==> src/rtl/core/twsb_pkg.sv <==
// Package for the time-window sample buffer core.
// Holds the shared widths, command and register codes, controller states and the command and status structs.
package twsb_pkg;

   localparam int Depth      = 1024;
   localparam int SlotWidth  = $clog2(Depth);
   localparam int CountWidth = SlotWidth + 1;
   localparam int TimeWidth  = 48;
   localparam int ValueWidth = 32;
   localparam int IdxWidth   = 16;
   localparam int ProdWidth  = IdxWidth + CountWidth;

   typedef enum logic [1:0] {
      CMD_APPEND  = 2'd0,
      CMD_CLEAR   = 2'd1,
      CMD_DRAW    = 2'd2,
      CMD_REPRUNE = 2'd3
   } cmd_type;

   typedef enum logic [1:0] {
      REG_WINDOW  = 2'd0,
      REG_MAXPTS  = 2'd1,
      REG_PAUSED  = 2'd2
   } reg_type;

   localparam logic [1:0] STATUS_VALID = 2'd1;

   typedef enum logic [3:0] {
      ST_IDLE,
      ST_APPEND,
      ST_PUSH,
      ST_PRUNE_RD,
      ST_PRUNE_CHK,
      ST_DIV,
      ST_DRAW_RD,
      ST_DRAW_WAIT,
      ST_RESP
   } state_type;

   typedef struct packed {
      logic load;
      logic clear;
      logic rd_newest;
      logic rd_src;
      logic overwrite;
      logic push;
      logic pop;
      logic div_start;
      logic div_step;
      logic capture_point;
      logic set_newest;
   } ctrl_type;

   typedef struct packed {
      cmd_type cmd;
      logic    append_store;
      logic    empty;
      logic    newer;
      logic    same;
      logic    prune_pop;
      logic    div_needed;
      logic    div_done;
      logic    draw_ok;
   } stat_type;

endpackage

==> src/rtl/core/twsb_ctrl.sv <==
// Controller state machine of the time-window sample buffer.
// Depends on twsb_pkg; drives the datapath through ctrl_type commands.
module twsb_ctrl (
   input  logic               clock,
   input  logic               reset,
   input  logic               req_tvalid,
   output logic               req_tready,
   output logic               rsp_tvalid,
   input  logic               rsp_tready,
   output twsb_pkg::ctrl_type ctrl,
   input  twsb_pkg::stat_type stat
);
   import twsb_pkg::*;

   state_type state_ff, state_in;

   always_ff @(posedge clock) begin
      if (reset) begin
         state_ff <= ST_IDLE;
      end else begin
         state_ff <= state_in;
      end
   end

   always_comb begin
      state_in   = state_ff;
      ctrl       = '0;
      req_tready = 1'b0;
      rsp_tvalid = 1'b0;
      unique case (state_ff)
         ST_IDLE: begin
            req_tready = 1'b1;
            if (req_tvalid) begin
               ctrl.load = 1'b1;
               state_in  = ST_APPEND;
            end
         end
         ST_APPEND: begin
            unique case (stat.cmd)
               CMD_APPEND: begin
                  if (!stat.append_store) begin
                     state_in = ST_RESP;
                  end else begin
                     ctrl.rd_newest = 1'b1;
                     state_in = ST_PUSH;
                  end
               end
               CMD_CLEAR: begin
                  ctrl.clear = 1'b1;
                  state_in   = ST_RESP;
               end
               CMD_REPRUNE: begin
                  if (stat.empty) begin
                     state_in = ST_RESP;
                  end else begin
                     ctrl.rd_newest = 1'b1;
                     state_in = ST_DRAW_WAIT;
                  end
               end
               default: begin
                  ctrl.div_start = 1'b1;
                  state_in = stat.draw_ok ? (stat.div_needed ? ST_DIV : ST_DRAW_RD) : ST_RESP;
               end
            endcase
         end
         ST_DRAW_WAIT: begin
            if (stat.cmd == CMD_DRAW) begin
               ctrl.capture_point = 1'b1;
               state_in = ST_RESP;
            end else begin
               ctrl.set_newest = 1'b1;
               state_in = ST_PRUNE_RD;
            end
         end
         ST_PUSH: begin
            if (!stat.empty && !stat.newer) begin
               ctrl.overwrite = stat.same;
               state_in = ST_RESP;
            end else begin
               ctrl.push = 1'b1;
               state_in = ST_PRUNE_RD;
            end
         end
         ST_PRUNE_RD: begin
            state_in = ST_PRUNE_CHK;
         end
         ST_PRUNE_CHK: begin
            if (stat.prune_pop) begin
               ctrl.pop = 1'b1;
               state_in = ST_PRUNE_RD;
            end else begin
               state_in = ST_RESP;
            end
         end
         ST_DIV: begin
            if (stat.div_done) begin
               state_in = ST_DRAW_RD;
            end else begin
               ctrl.div_step = 1'b1;
            end
         end
         ST_DRAW_RD: begin
            ctrl.rd_src = 1'b1;
            state_in = ST_DRAW_WAIT;
         end
         ST_RESP: begin
            rsp_tvalid = 1'b1;
            if (rsp_tready) begin
               state_in = ST_IDLE;
            end
         end
         default: state_in = ST_IDLE;
      endcase
   end

endmodule
==> config.mk <==
export PLATFORM = sky130hd
export DESIGN_NAME = twsb_ctrl
export DESIGN_NICKNAME = d
export VERILOG_FILES = /design/src/rtl/core/twsb_pkg.sv /design/src/rtl/core/twsb_ctrl.sv
export SDC_FILE = /design/constraint.sdc
export NUM_CORES = 1
export LEC_CHECK = 0
export ABC_AREA = 1
export ABC_CLOCK_PERIOD_IN_PS = 1650
export CAP_MARGIN = 0
export CORE_AREA = 5 5 42 44
export CTS_BUF_LIST = sky130_fd_sc_hd__clkbuf_16
export CTS_CLUSTER_SIZE = 14
export DETAILED_ROUTE_END_ITERATION = 7
export DIE_AREA = 0 0 47 49
export DONT_BUFFER_PORTS = 1
export PLACE_DENSITY_LB_ADDON = 0.3
export SYNTH_ARGS = -nofsm -noshare
export SYNTH_HDL_FRONTEND = slang
export SYNTH_SLANG_ARGS = --single-unit
export TNS_END_PERCENT = 50
==> constraint.sdc <==
create_clock -name clock -period 1.65 [get_ports clock]
set_input_delay 0.165 -clock clock [delete_from_list [all_inputs] [get_ports clock]]
set_output_delay 0.165 -clock clock [all_outputs]
set_load 0.005 [all_outputs]
==> key figures <==
Outcome
  – Outcome: finished, final reports clean

Worst setup path
  – Critical path's largest stage delay: 0.37 ns
  – Crit path max-delay family: flip-flops
  – R2R cell count: 7
  – Slowest CP cell: dfxtp_1
  – Worst setup SP type: flop
  – Crit path from: state_ff[3]
  – Crit path capture type: primary output
  – Worst Setup Path Type: reg2out
  – Critical register-to-register path endpoint: state_ff[0]
  – Worst r2r src: state_ff[0]
  – Crit path cell chain: nor2_4, inv_1, nor2_4, inv_1, a211oi_1
  – Worst path arrival time: 1.34 ns
  – Worst path required time: between 1 and 1.5 ns
  – Bufs and invs on worst path: 2
  – CP max FO: 6
  – Reg2reg setup slack: 0.37 ns

Timing
  – Final-report max-slew violation count: 0
  – RSZ-0062 raised after global routing: no
  – Final worst path period share: 90.97%
  – Hold Violations, Final: 0
  – Clock skew: about 0.0021 ns
  – Final setup fails: 0
  – Minimum clock period: ~1.5 ns
  – Worst-Margin Slew: 0.3860 ns
  – Slew Limit Headroom: 74.17%
  – Setup ws final: 0.1490 ns
  – Fmax: 666.2 MHz
  – Setup_tns: 0 ns

Logic synthesis
  – Synth Register Bits: 4
  – Syn. warnings: 0
  – List of most frequent post-synthesis cells: inv_1, nand2_1, nand3_1, nor2_1
  – Fraction of registers with async set/reset: 0%
  – Post-synth EDFFs: 0
  – Count leader, synth: inv_1
  – Syn Inst Count: 96
  – Distinct cells, synth: 19
  – Sequential area share after synthesis: 14.75%
  – Synth Cell Area: 543.0 sq um
  – Synth top area share: around a fifth
  – Post-Syn Nets: 114
  – Synth top area cells: inv_1, dfxtp_1, nand2_1
  – Synthesized area per cell: 5.656 sq um
  – Synth area leader: inv_1
  – Top_reg_cell synth: dfxtp_1

Global route
  – Total GRT Usage: 14.14%
  – Antenna violations before repair: 0
  – Gr ovfl total: 0
  – First-pass GRT wire length: 2380 um
  – Pin count of the biggest net entering global routing: 8
  – Vias in the first global route: 580

Hold path
  – WHS Path Cells: 1
  – Hold path endpoint: state_ff[2]
  – Min-delay src: reset
  – Worst min-delay path class: in2reg

Floorplan
  – Placeable core area: 1401 sq um
  – Total Die Area: 2303 sq um
  – Initial core utilization: 38.75%
  – IO Count: 27
  – Die width: 47 um
  – Num rows: 14
  – Die outline height: 49 um

Cells and area
  – Layout cells sized above 1: 11.00%
  – Largest reg by FF count: state_ff
  – Leading registers by flop count: state_ff (4)
  – Max FFs per register: 4
  – # diodes: 0
  – Area growth, synth to finish: 19.35%
  – Fin nets: 120
  – Design Area, Final: about 650 sq um

Clock tree
  – Post-CTS setup repair buffer count: 0
  – CTS tree: done
  – Clk sinks: 4
  – Latest clock arrival within the worst-skew pair: 0.23 ns
  – Clock-pin slew on the worst setup and hold paths: 0.03 ns
  – Max clock buf depth: 2
  – CTS H-tree depth: 1
  – Total CTS buffers: 3
  – Clock Tree Root: clkbuf_16

Placement
  – DP HPWL: 1186 um
  – Placed inst area: 563.0 sq um
  – Dpl ws: 0.3775 ns
  – GP Congestion: 0.7787
  – Number of buffers added on ports: 0

Drt
  – Via count: 602
  – DR iter-0 viols: 15
  – Routed length per instance: between 10 and 15 um
  – Via/cell ratio: 5.190
  – Final WL: 1447 um
  – Post-DRT Antenna Nets: 0
  – Residual DRC: 0
  – Drt first pass iters: 4

Pwr
  – VDD IR-drop max: about 610 uV
  – P_leak: between 0.3 and 0.4 nW
  – PD cells: 1413 nW/um^2

Flow run
  – Max-cap violation count: 0
==> placed cells by master (no fill, tap or decap) <==
cell type	instances
nand3_1	11
nor2_2	1
dlygate4sd3_1	1
clkbuf_16	3
inv_1	28
a211oi_1	1
nor2_1	10
ha_1	4
dfxtp_1	4
and3_2	1
nand2_1	19
nand2_2	1
nand4_1	3
a31oi_1	1
nor2_4	3
o21ai_0	3
a21oi_1	2
o211ai_1	1
nor3_1	1
a21oi_2	1
nand3b_2	1
==> where the power goes <==
part	switching (mW)	internal, mW
clock	0.0731	0.310
combinational	0.248	0.124
sequential	0.0358	0.124
total	0.357	0.559
==> per-stage QoR <==
| stage | total power, mW | hold slack, ns | utilization, % | cells |
|---|---|---|---|---|
| floorplan | 0.4587 | 0.2274 | - | 96 |
| global placement | 0.5245 | 0.2286 | 40.18 | 112 |
| detailed placement | 0.5280 | 0.2299 | 40.18 | 112 |
| CTS | 0.9233 | 0.002550 | 46.25 | 116 |
| global route | 0.9845 | 0.006290 | 46.25 | 116 |
| finish | 0.9159 | 0.004489 | 46.25 | 116 |
==> worst register-to-register path, delay by kind of cell, from the launching register on <==
family,cells,cell delay (ns)
AND/OR/NAND/NOR,6,0.79
AO/OA/AOI/OAI,1,0.10
flip-flops,1,0.33
==> what timing repair did <==
action | in CTS | in global routing
resized for setup | 0 | 0
endpoints found under the setup margin | 0 | 0
hold buffers | 1 | 0
endpoints found under the hold margin | 1 | 0
==> layout make-up <==
class,count,area (sq um)
fillers,158,753.2
inverters,28,105.1
repair buffers,1,10.01
flip-flops and latches,4,80.08
multi-input cells,64,357.8
clock buffers,3,75.07
well taps,16,20.02
==> logic make-up (layout without fill, tap and decap cells) <==
logic type / Yosys count / count (layout) / synth area share (%)
flip-flops: 4 / 4 / 14.75
buffers and inverters: 28 / 32 / 19.35
AO/OA/AOI/OAI: 9 / 9 / 10.14
adder cells (fa/ha/maj): 4 / 4 / 9.217
AND/OR/NAND/NOR: 51 / 51 / 46.55
==> how the worst max path moves through the flow <==
stage,endpoint,cells past startpoint,slack [ns]
floorplan,ctrl[8],5,0.53
global placement,ctrl[8],5,0.39
detailed placement,ctrl[8],5,0.38
CTS,ctrl[8],5,0.15
global route,ctrl[8],5,0.06
finish,ctrl[8],5,0.15
==> routing by layer <==
layer,wire [um],global-route usage [%]
met5,0,0
met4,29,8.295
met3,125,3.690
met2,677,21.49
met1,614,17.07
No activity file was read; power rests on OpenSTA's default activity.
